==> config.mk <==
export PLATFORM = sky130hd
export DESIGN_NAME = sksa_ctrl
export DESIGN_NICKNAME = d
export VERILOG_FILES = /design/src/rtl/core/sksa_pkg.sv /design/src/rtl/core/sksa_ctrl.sv
export SDC_FILE = /design/constraint.sdc
export NUM_CORES = 1
export LEC_CHECK = 0
export BUFFER_PORTS_ARGS = -buffer_cell sky130_fd_sc_hd__buf_4
export CORE_AREA = 3 3 40 42
export DETAILED_ROUTE_END_ITERATION = 10
export DIE_AREA = 0 0 43 45
export RECOVER_POWER = 50
export SYNTH_ARGS = -nofsm -noshare
export SYNTH_HDL_FRONTEND = slang
export SYNTH_SLANG_ARGS = --single-unit
==> constraint.sdc <==
create_clock -name clk -period 1.45 [get_ports clk]
set_input_delay 0.145 -clock clk [delete_from_list [all_inputs] [get_ports clk]]
set_output_delay 0.145 -clock clk [all_outputs]
set_load 0.02 [all_outputs]
==> src/rtl/core/sksa_pkg.sv <==
`timescale 1ns / 1ps
package sksa_pkg;
	localparam int SW = 24;
	localparam int VW = 48;
	localparam logic [VW-1:0] Q_RESET = 48'd17;
	localparam logic [VW-1:0] R_RESET = 48'd603979776;
	localparam logic [VW-1:0] P0_RESET = 48'd16777216000;
	localparam logic [SW-1:0] HIGH_RESET = 24'd1280000;
	localparam logic [15:0] MARGIN_MUL = 16'd6554;
	localparam logic [1:0] REG_Q = 2'd0;
	localparam logic [1:0] REG_R = 2'd1;
	localparam logic [1:0] REG_P0 = 2'd2;

	typedef enum logic [3:0] {
		ST_IDLE, ST_PRED, ST_DIV, ST_CORR, ST_VAR, ST_WRITE, ST_SCAN, ST_SCAN_LAST,
		ST_RANGE, ST_OUT
	} state_t;

	typedef struct packed {
		logic load;
		logic seed;
		logic pred;
		logic div_init;
		logic div_step;
		logic corr;
		logic var_upd;
		logic ring_wr;
		logic scan_init;
		logic scan_step;
		logic range_upd;
	} cmd_t;

	typedef struct packed {
		logic valid_smp;
		logic seeded;
		logic div_done;
		logic scan_done;
	} sts_t;
endpackage

==> src/rtl/core/sksa_ctrl.sv <==
`timescale 1ns / 1ps
module sksa_ctrl (
	input logic clk,
	input logic arst_n,
	input logic in_valid,
	output logic in_stall,
	output logic out_valid,
	input logic out_stall,
	input sksa_pkg::sts_t sts,
	output sksa_pkg::cmd_t cmd
);
	sksa_pkg::state_t state_q, state_d;

	always_ff @(posedge clk or negedge arst_n) begin
		if (!arst_n) state_q <= sksa_pkg::ST_IDLE;
		else state_q <= state_d;
	end

	always_comb begin
		state_d = state_q;
		cmd = '0;
		in_stall = 1'b1;
		out_valid = 1'b0;
		unique case (state_q)
			sksa_pkg::ST_IDLE: begin
				in_stall = 1'b0;
				if (in_valid) begin
					cmd.load = 1'b1;
					state_d = sksa_pkg::ST_PRED;
				end
			end
			sksa_pkg::ST_PRED: begin
				// invalid samples go straight to the result
				if (!sts.valid_smp) state_d = sksa_pkg::ST_OUT;
				else if (!sts.seeded) begin
					cmd.seed = 1'b1;
					state_d = sksa_pkg::ST_WRITE;
				end else begin
					cmd.pred = 1'b1;
					state_d = sksa_pkg::ST_DIV;
				end
			end
			sksa_pkg::ST_DIV: begin
				if (!sts.div_done) cmd.div_init = 1'b1;
				else cmd.div_step = 1'b1;
				state_d = sksa_pkg::ST_CORR;
			end
			sksa_pkg::ST_CORR: begin
				if (!sts.div_done) begin
					cmd.div_step = 1'b1;
				end else begin
					cmd.corr = 1'b1;
					state_d = sksa_pkg::ST_VAR;
				end
			end
			sksa_pkg::ST_VAR: begin
				cmd.var_upd = 1'b1;
				state_d = sksa_pkg::ST_WRITE;
			end
			sksa_pkg::ST_WRITE: begin
				cmd.ring_wr = 1'b1;
				cmd.scan_init = 1'b1;
				state_d = sksa_pkg::ST_SCAN;
			end
			sksa_pkg::ST_SCAN: begin
				cmd.scan_step = 1'b1;
				if (sts.scan_done) state_d = sksa_pkg::ST_SCAN_LAST;
			end
			sksa_pkg::ST_SCAN_LAST: begin
				cmd.scan_step = 1'b1;
				state_d = sksa_pkg::ST_RANGE;
			end
			sksa_pkg::ST_RANGE: begin
				cmd.range_upd = 1'b1;
				state_d = sksa_pkg::ST_OUT;
			end
			sksa_pkg::ST_OUT: begin
				out_valid = 1'b1;
				if (!out_stall) state_d = sksa_pkg::ST_IDLE;
			end
			default: state_d = sksa_pkg::ST_IDLE;
		endcase
	end
endmodule

### Word-level counts from Yosys, hierarchy flattened

Index checks and enable logic that the tools add are counted.

* output and inout port bits: 13
* bits of input ports: 8
* bits in registers: 4

* muxes and demuxes: 24
* equality and inequality tests: 13
* reduce and logical (&&, ||, !) cells: 3

Operator list (number)
* one-hot mux 4 bit (10 select lines): 1
* two-way mux 4 bit: 5
* equality test 4 x 3 -> 1 bit (second input constant): 4
* two-way mux 1 bit: 13
* equality test 4 x 2 -> 1 bit (second input constant): 2
* equality test 4 bit (second input constant): 2
* != test 2 bit (second input constant): 4
* two-way mux 2 bit: 3
* equality test 4 x 1 -> 1 bit (second input constant): 1
* logical NOT 4 bit: 1
* AND reduction 4 bit: 1
* two-way mux 3 bit: 1
* one-hot mux 1 bit (2 select lines): 1
* OR reduction 2 bit: 1

### Depth between registers and ports, before layout

Gate-level depths: netlist (run 1).

* depth after elaboration: 3
* gate-level depth with buffers: 5
* mapped depth without buffers: 4

### Least setup slack after synthesis (run 1)

OpenSTA, ideal clock, no wires.

* kind: flip-flop to output port
* start point: reg state_q[1]
* end point: out cmd[8] in the netlist's numbering
* required time: 1305 ps
* stages on the path, launching flop included: 3
* slack: 15 ps
* data arrival time: 1290 ps
* buffers on the path: 0
* cells stage by stage: dfrtp_1 -> nand2b_1 -> nor4_1

RTL lines
* start, declared: line sksa_ctrl.sv:12 `sksa_pkg::state_t state_q, state_d;`
* start signal, assigned: line sksa_ctrl.sv:15 `if (!arst_n) state_q <= sksa_pkg::ST_IDLE;`
* start signal, assigned: line sksa_ctrl.sv:16 `else state_q <= state_d;`
* end, declared: line sksa_ctrl.sv:10 `output sksa_pkg::cmd_t cmd`

==> reports/metrics.csv, run 1 <==
stage,metric,value,unit
worst_setup_path,crit_chain,buf_4 > nand2b_4 > nor4_4 > buf_4,
clock_tree,cts_inserted_buffers,3,
worst_setup_path,cp_max_fo,7,
timing,relSlewSlack,81.5,%
floorplan,die_x,43,microns
routing,drtPass1Iterations,4,
status,violations,negative setup slack,
cells_and_area,design_area,802,sq um
routing,drtIter0Drc,14,
clock_tree,clock_latency,230,ps
power,finalPower,1.60,mW
synthesis,postSynthAreaPerCell,7.42,sq um
clock_tree,clock_sink_count,4,
timing,tightest_slew,276,ps
floorplan,core_area,0.00128,sq mm
synthesis,syn_inst,57,
clock_tree,clock_path_buffers,2,
global_routing,grt_max_degree,13,
synthesis,yosys.cell_types.count,27,
place,io_buffer_count,20,
clock_tree,root_buffer,clkbuf_4,
run,cap_violations,0,
cells_and_area,final_cells,107,
global_routing,overflow,0,
synthesis,ys_warn_count,0,
place,post-place-ws,107,ps
power,p_leak,0.373,nW
synthesis,syn_nets,65,
timing,fin_crit,1460,ps
floorplan,die_h,45,microns
worst_setup_path,critical_path.max_stage_delay,430,ps
worst_setup_path,critPathLaunch,state_q[0],
worst_setup_path,cp-end-kind,primary output,
place,post_dp_cell_area,578,sq um
routing,vias,579,
clock_tree,cts.clk_slew.worst_paths,40,ps
routing,remaining_drc_errors,0,
synthesis,synth.top_cell.area_share,23.7,%
place,gp_congestion,0.759,
floorplan,ios,21,
routing,via_per_inst,5.41,
worst_setup_path,arrival,1310,ps
cells_and_area,nNetsFinal,102,
timing,finalMaxSlewViolations,0,
timing,setup_slack,-6.93,ps
floorplan,initial_core_util,32.9,%
clock_tree,htreeDepth,1,
cells_and_area,fillers,119,
worst_setup_path,crit_required,1310,ps
floorplan,die_area,0.00194,sq mm
routing,routed_wl,1530,microns
global_routing,grt_pass1_wl,1950,microns
place,dp_hpwl,842,microns
place,dp.cells,90,
timing,finalCritPeriodShare,100,%
routing,drt.antenna.violating_nets,0,
timing,rsz0062_at_grt,true,
timing,setup_viol_count_final,1,
worst_setup_path,reg2reg_from,state_q[0],
synthesis,syn_area,423,sq um
timing,timing.fmax,0.686,GHz
timing,report.final.hold_viol_count,0,
routing,wl_per_cell,14.3,microns
synthesis,yosysSeqAreaShare,23.7,%
synthesis,synth-seq-cells,4,
timing,worst_hold_slack,137,ps
timing,setup-tns-final,-6.93,ps
cells_and_area,fin_util,62.4,%
cells_and_area,largest-register,state_q,
worst_setup_path,critPathLaunchType,register,
global_routing,grtUsageTotal,13.5,%
timing,finalClockSkew,2.24,ps
cells_and_area,area_growth,89.6,%
power,powerDensity,2000,mW/mm^2
cells_and_area,reg.largest.list,state_q (4),
floorplan,std_cell_rows,13,
synthesis,yosys.area.top_type,dfrtp_1,
worst_setup_path,cp_slowest_cell,dfrtp_2,
hold_path,min_path_type,in2reg,
worst_setup_path,criticalPathCategory,reg2out,
global_routing,grt_pass1_vias,463,
worst_setup_path,critPathMostFrequentCell,buf_4,
hold_path,worstHoldStart,sts[0],
synthesis,synth_area_leaders,"dfrtp_1, nand2b_1, nor3_1",
clock_tree,cts_tree,built,
cells_and_area,largest_reg_flops,4,
power,ir_drop,0.933,mV
cells_and_area,num_antenna_cells,0,
global_routing,antenna_found_initial,0,
cells_and_area,drive_above_1_share,56.5,%
status,outcome,"finished, violations left",
==> cells in the final DEF, fill, tap and decap left out, drive strengths merged, types with 2 or more instances in the layout <==
cell    synthesis  routed
buf             5      34
o32ai           2       2
nand2b          5       5
nor2            6       6
a21oi           2       2
nor3b           2       2
nor3            5       5
nand2           6       6
clkbuf          0       5
dfrtp           4       4
nor2b           2       2
nor4            2       2
o21a            3       3
o21ai           3       3
==> report_power, final <==
group | total [mW] | internal [mW] | switching (mW) | leakage, nW
clock network | 0.137 | 0.0925 | 0.0442 | 0.0138
registers | 0.276 | 0.166 | 0.110 | 0.0470
logic | 1.19 | 0.625 | 0.567 | 0.312
==> path summary, 6_finish.rpt <==
kind | slack [ps] | cells after the start | to
setup / recovery | -7 | 4 | cmd[8]
hold / removal | 140 | 2 | state_q[2]
setup reg to reg | 30 | 5 | state_q[2]
hold reg to reg | 740 | 2 | state_q[3]
max in group asynchronous | 990 | 2 | state_q[0]
min in group asynchronous | 260 | 2 | state_q[1]
==> layout make-up <==
| class | instances | area [sq um] | share of cell area, % |
|---|---|---|---|
| sequential | 4 | 104 | 12.9 |
| clock buffer | 3 | 22.5 | 2.81 |
| tap | 15 | 18.8 | 2.34 |
| timing repair buffer | 37 | 298 | 37.1 |
| multi-input combinational | 47 | 355 | 44.3 |
| inverter | 1 | 3.75 | 0.468 |
==> what timing repair did <==
| action | in CTS | in global routing |
|---|---|---|
| hold buffers | 1 | 0 |
| endpoints found under the setup margin | 9 | 10 |
| pin swaps | 1 | 5 |
| gates resized for setup | 7 | 11 |
| buffers inserted | 3 | 10 |
| hold endpoints to repair | 4 | 0 |
==> worst max-delay path, delay by kind of cell (launching register included) <==
family | cells | cell delay, ps
simple gates | 2 | 320
buf+inv | 2 | 340
flops | 1 | 430
==> Yosys cell counts, drive strengths merged <==
cell type  instances
dfrtp              4
nor3               5
and3b              1
o21bai             1
nor2               6
o21a               3
a21oi              2
a31oi              1
o22ai              1
nor3b              2
nand3              1
and4               1
o32ai              2
buf                5
nor4               2
inv                1
nor2b              2
nand2              6
and3               1
mux2i              1
xnor2              1
nand2b             5
o21ai              3
==> kinds of logic (layout without fill, tap and decap cells) <==
family	after synthesis	count (layout)	share of synthesized area (%)
multiplexers	1	1	2.37
XOR/XNOR	1	1	2.07
buffers and inverters	6	41	9.47
flip-flops	4	4	23.7
AND/OR/NAND/NOR	32	32	41.4
AO/OA/AOI/OAI	13	13	21.0
==> layer usage <==
layer	vias up	track usage (%)	part of all wire, %
li1	276	-	-
met2	25	21.9	52
met5	-	0	0
met4	0	3.61	2.2
met1	274	16.5	39
met3	4	5.98	7.0
Note: power is estimated with default switching activity, not from simulation.
==> run 2: changes to the inputs <==
Settings changed: PLACE_DENSITY_LB_ADDON from default to 0.25.
==> reports/metrics.csv, run 2 (same netlist as run 1, synthesis figures left out) <==
stage,metric,value,unit
status,outcome,completed,
clock_tree,root_buffer,clkbuf_4,
timing,worst_hold_slack,138,ps
cells_and_area,num_antenna_cells,0,
timing,finalMaxSlewViolations,0,
worst_setup_path,cp_top_family,flip-flops,
routing,wl_per_cell,12.9,microns
cells_and_area,nNetsFinal,99,
worst_setup_path,crit_required,1310,ps
cells_and_area,reg.largest.list,state_q (4),
worst_setup_path,cp-end-kind,primary output,
hold_path,worstHoldStart,sts[0],
hold_path,hold_depth,2,
power,internal_power,0.788,mW
clock_tree,clock_sink_count,4,
worst_setup_path,arrival,1270,ps
routing,drt.antenna.violating_nets,0,
global_routing,overflow,0,
hold_path,min_path_type,in2reg,
power,p_leak,0.336,nW
power,seqPwrFrac,18.0,%
global_routing,grt_max_degree,9,
place,dp_hpwl,870,microns
cells_and_area,drive_above_1_share,50.6,%
global_routing,grt_pass1_vias,485,
global_routing,grt_pass1_wl,2060,microns
timing,timing.fmax,0.708,GHz
worst_setup_path,cp_max_fo,6,
timing,fin_crit,1410,ps
clock_tree,cts_tree,built,
worst_setup_path,reg2reg_from,state_q[0],
floorplan,std_cell_rows,13,
worst_setup_path,worst-r2r-setup-slack,80,ps
floorplan,die_h,45,microns
power,ir_drop,0.878,mV
clock_tree,htreeDepth,1,
worst_setup_path,criticalPathCategory,reg2out,
cells_and_area,final_cells,104,
worst_setup_path,reg2reg_to,state_q[2],
timing,finalClockSkew,0.389,ps
timing,relSlewSlack,82.7,%
routing,drtPass1Iterations,4,
power,p_clk_share,9.1,%
global_routing,antenna_found_initial,0,
worst_setup_path,cp_slowest_cell,dfrtp_2,
power,swShare,45.6,%
cells_and_area,final_common_cell,buf_4,
worst_setup_path,reg2reg_depth,5,
power,powerDensity,1960,mW/mm^2
timing,tightest_slew,259,ps
floorplan,die_x,43,microns
cells_and_area,largest_reg_flops,4,
clock_tree,clock_path_buffers,2,
worst_setup_path,critPathLaunchType,register,
timing,rsz0062_at_grt,true,
power,finalPower,1.45,mW
cells_and_area,area_growth,74.9,%
worst_setup_path,critPathBufInv,1,
place,io_buffer_count,20,
global_routing,grtUsageTotal,14.2,%
worst_setup_path,crit_chain,nor2_2 > and4_1 > buf_4,
floorplan,core_area,0.00128,sq mm
hold_path,hold_path_end,state_q[2],
power,p_switching,0.660,mW
timing,finalCritPeriodShare,97.4,%
routing,drtIter0Drc,6,
floorplan,die_area,0.00194,sq mm
routing,remaining_drc_errors,0,
clock_tree,cts_inserted_buffers,3,
power,combPwrFrac,72.8,%
cells_and_area,largest-register,state_q,
place,gp_congestion,0.722,
run,cap_violations,0,
cells_and_area,fin_util,57.5,%
worst_setup_path,critical_path.max_stage_delay,450,ps
routing,routed_wl,1340,microns
timing,setup_viol_count_final,0,
place,dp.cells,91,
clock_tree,cts.clk_slew.worst_paths,40,ps
cells_and_area,final_cell_mix,"buf_4, nand2_1, nor2_1",
floorplan,initial_core_util,32.9,%
floorplan,ios,21,
routing,vias,554,
timing,report.final.hold_viol_count,0,
clock_tree,clock_latency,230,ps
routing,via_per_inst,5.33,
==> run 2: power groups by stage <==
stage | Combinational (mW) | Clock [mW] | Sequential (mW)
final | 1.05 | 0.132 | 0.261
after detailed placement | 0.770 | 0 | 0.268
after global routing | 1.14 | 0.152 | 0.264
after global placement | 0.771 | 0 | 0.269
after floorplan | 0.594 | 0 | 0.201
after CTS | 0.965 | 0.142 | 0.241
==> run 2: metal layers <==
metal / vias to the layer above / wire, microns / GRT usage (%)
met5: - / 0 / 0
met4: 0 / 58 / 7.83
met3: 7 / 76 / 5.98
met2: 21 / 661 / 22.8
met1: 257 / 540 / 16.0
li1: 269 / - / -
==> run 2: repair_timing <==
| item | 4_1_cts | 5_1_grt |
|---|---|---|
| hold buffers | 1 | 0 |
| cloned | 0 | 0 |
| setup buffers | 8 | 1 |
| hold endpoints to repair | 4 | 0 |
| pin swaps | 0 | 2 |
| resized for setup | 7 | 8 |
| setup endpoints to repair | 6 | 6 |
==> run 2: how the worst max path moves through the flow <==
stage                from  endpoint  cells after the start
2_1_floorplan  state_q[1]    cmd[8]                      2
3_3_place_gp   state_q[1]    cmd[8]                      3
3_5_place_dp   state_q[1]    cmd[8]                      3
4_1_cts        state_q[0]    cmd[6]                      4
5_1_grt        state_q[0]    cmd[6]                      4
6_report       state_q[3]    cmd[5]                      3
==> run 2: through the flow <==
step	TNS (ps)	cell area (sq um)	setup slack, ps
final	0	739	38.1
after CTS	0	693	3.07
after floorplan	0	423	14.5
after global placement	0	586	146
after global routing	-62.6	739	-23.8
after detailed placement	0	586	139
==> run 2: layout make-up <==
| cell class | instances | area, sq um |
|---|---|---|
| inverter | 1 | 3.75 |
| multi-input combinational | 47 | 328 |
| sequential | 4 | 105 |
| fill | 122 | 546 |
| tap | 15 | 18.8 |
| clock buffer | 3 | 22.5 |
| timing repair buffer | 34 | 262 |
==> run 3: changes to the inputs <==
--- a/config.mk
+++ b/config.mk
@@ -13,2 +13,3 @@
 export RECOVER_POWER = 50
+export SLEW_MARGIN = 30
 export SYNTH_ARGS = -nofsm -noshare
==> constraint.sdc (replaced) <==
create_clock -name clk -period 1.45 [get_ports clk]
set_input_delay 0.0725 -clock clk [delete_from_list [all_inputs] [get_ports clk]]
set_output_delay 0.0725 -clock clk [all_outputs]
set_load 0.02 [all_outputs]
==> reports/metrics.csv, run 3 (same netlist as run 1, synthesis figures left out) <==
stage,metric,value,unit
global_routing,overflow,0,
cells_and_area,num_antenna_cells,0,
timing,timing.fmax,0.684,GHz
floorplan,die_h,45,microns
worst_setup_path,arrival,1390,ps
clock_tree,clock_latency,240,ps
global_routing,grt_pass1_wl,1950,microns
floorplan,initial_core_util,32.9,%
clock_tree,cts_inserted_buffers,3,
hold_path,hold_depth,2,
worst_setup_path,reg2reg_from,state_q[0],
clock_tree,htreeDepth,1,
status,outcome,"finished, violations left",
timing,fin_crit,1460,ps
hold_path,hold_path_end,state_q[2],
worst_setup_path,cp_max_fo,6,
floorplan,die_area,0.00194,sq mm
clock_tree,cts_tree,built,
cells_and_area,drive_above_1_share,48.8,%
routing,drtPass1Iterations,4,
routing,remaining_drc_errors,0,
worst_setup_path,criticalPathCategory,reg2out,
timing,setup_viol_count_final,1,
worst_setup_path,crit_required,1380,ps
clock_tree,clock_sink_count,4,
cells_and_area,design_area,677,sq um
floorplan,std_cell_rows,13,
cells_and_area,reg.largest.list,state_q (4),
timing,finalMaxSlewViolations,0,
floorplan,core_area,0.00128,sq mm
cells_and_area,largest_reg_flops,4,
power,powerDensity,1990,mW/mm^2
power,ir_drop,1.15,mV
worst_setup_path,critPathLaunchType,register,
hold_path,worstHoldStart,sts[0],
timing,relSlewSlack,81.0,%
place,gp_congestion,0.780,
timing,rsz0062_at_grt,true,
clock_tree,clock_path_buffers,2,
place,dp_hpwl,923,microns
timing,report.final.hold_viol_count,0,
routing,wl_per_cell,13.8,microns
status,violations,negative setup slack,
global_routing,grt_pass1_vias,438,
global_routing,antenna_found_initial,0,
cells_and_area,fin_util,52.7,%
run,cap_violations,0,
place,io_buffer_count,20,
timing,setup_slack,-12.6,ps
worst_setup_path,reg2reg_to,state_q[2],
timing,finalClockSkew,7.18,ps
cells_and_area,final_cell_mix,"buf_4, nand2_1, nor2_1, nor3_1, dfrtp_2",
global_routing,grt_max_degree,13,
routing,drtIter0Drc,15,
hold_path,min_path_type,in2reg,
worst_setup_path,worst-r2r-setup-slack,150,ps
routing,vias,523,
global_routing,grtUsageTotal,13.6,%
power,p_leak,0.309,nW
floorplan,die_x,43,microns
worst_setup_path,cp-end-kind,primary output,
cells_and_area,nNetsFinal,94,
clock_tree,cts.clk_slew.worst_paths,40,ps
timing,tightest_slew,282,ps
cells_and_area,final_common_cell,buf_4,
worst_setup_path,reg2reg_depth,5,
cells_and_area,area_growth,60.1,%
floorplan,ios,21,
place,post_dp_cell_area,578,sq um
timing,finalCritPeriodShare,101,%
cells_and_area,largest-register,state_q,
routing,via_per_inst,5.28,
routing,drt.antenna.violating_nets,0,
routing,routed_wl,1360,microns
clock_tree,root_buffer,clkbuf_4,
==> run 3: worst max-delay path: stages (launching register included) <==
cell and delay (ps):
dfrtp_2 450, buf_4 180, nor4_2 310, buf_4 200
==> run 3: layout make-up <==
class,instances,area [sq um]
multi-input combinational,47,313
timing repair buffer,29,214
inverter,1,3.75
tap,15,18.8
fill,136,608
clock buffer,3,22.5
sequential,4,105
==> run 3: per-layer routing <==
layer  track usage (%)  up-vias  wire length, microns
met1              17.9      236                   571
met2              19.5       24                   655
met5                 0        -                     0
met3              7.17        2                   113
li1                  -      261                     -
met4              3.61        0                    22
==> run 3: repair_timing <==
action                                  4_1_cts  5_1_grt
gates cloned                                  0        0
setup buffers                                 0        5
hold endpoints to repair                      4        0
pin swaps                                     0        1
resized for setup                             4        5
hold buffers                                  1        0
endpoints found under the setup margin        5        6
==> run 3: worst max path at each step <==
| stage | endpoint | cells after the start | slack (ps) | startpoint |
|---|---|---|---|---|
| 4_1_cts | cmd[7] | 3 | 7 | state_q[2] |
| 3_3_place_gp | state_q[0] | 4 | 180 | state_q[3] |
| 3_5_place_dp | state_q[0] | 4 | 210 | state_q[3] |
| 2_1_floorplan | cmd[8] | 2 | 90 | state_q[1] |
| 5_1_grt | cmd[8] | 3 | -70 | state_q[2] |
| 6_report | cmd[8] | 3 | -10 | state_q[2] |
==> run 3: power by group <==
group	switching (mW)	internal, mW
logic	0.476	0.460
clock network	0.0451	0.0925
registers	0.107	0.168
==> run 3: stage by stage <==
| stage | instances | power (mW) | hold slack (ps) | worst slack [ps] | setup TNS (ps) |
|---|---|---|---|---|---|
| 2_1_floorplan | 57 | 0.795 | -223 | 87.0 | 0 |
| 3_3_place_gp | 90 | 1.03 | -128 | 182 | 0 |
| 3_5_place_dp | 90 | 1.03 | -130 | 213 | 0 |
| 4_1_cts | 94 | 1.21 | 33.9 | 6.67 | 0 |
| 5_1_grt | 99 | 1.46 | 44.4 | -69.6 | -75.1 |
| 6_report | 99 | 1.35 | 42.4 | -12.6 | -12.6 |
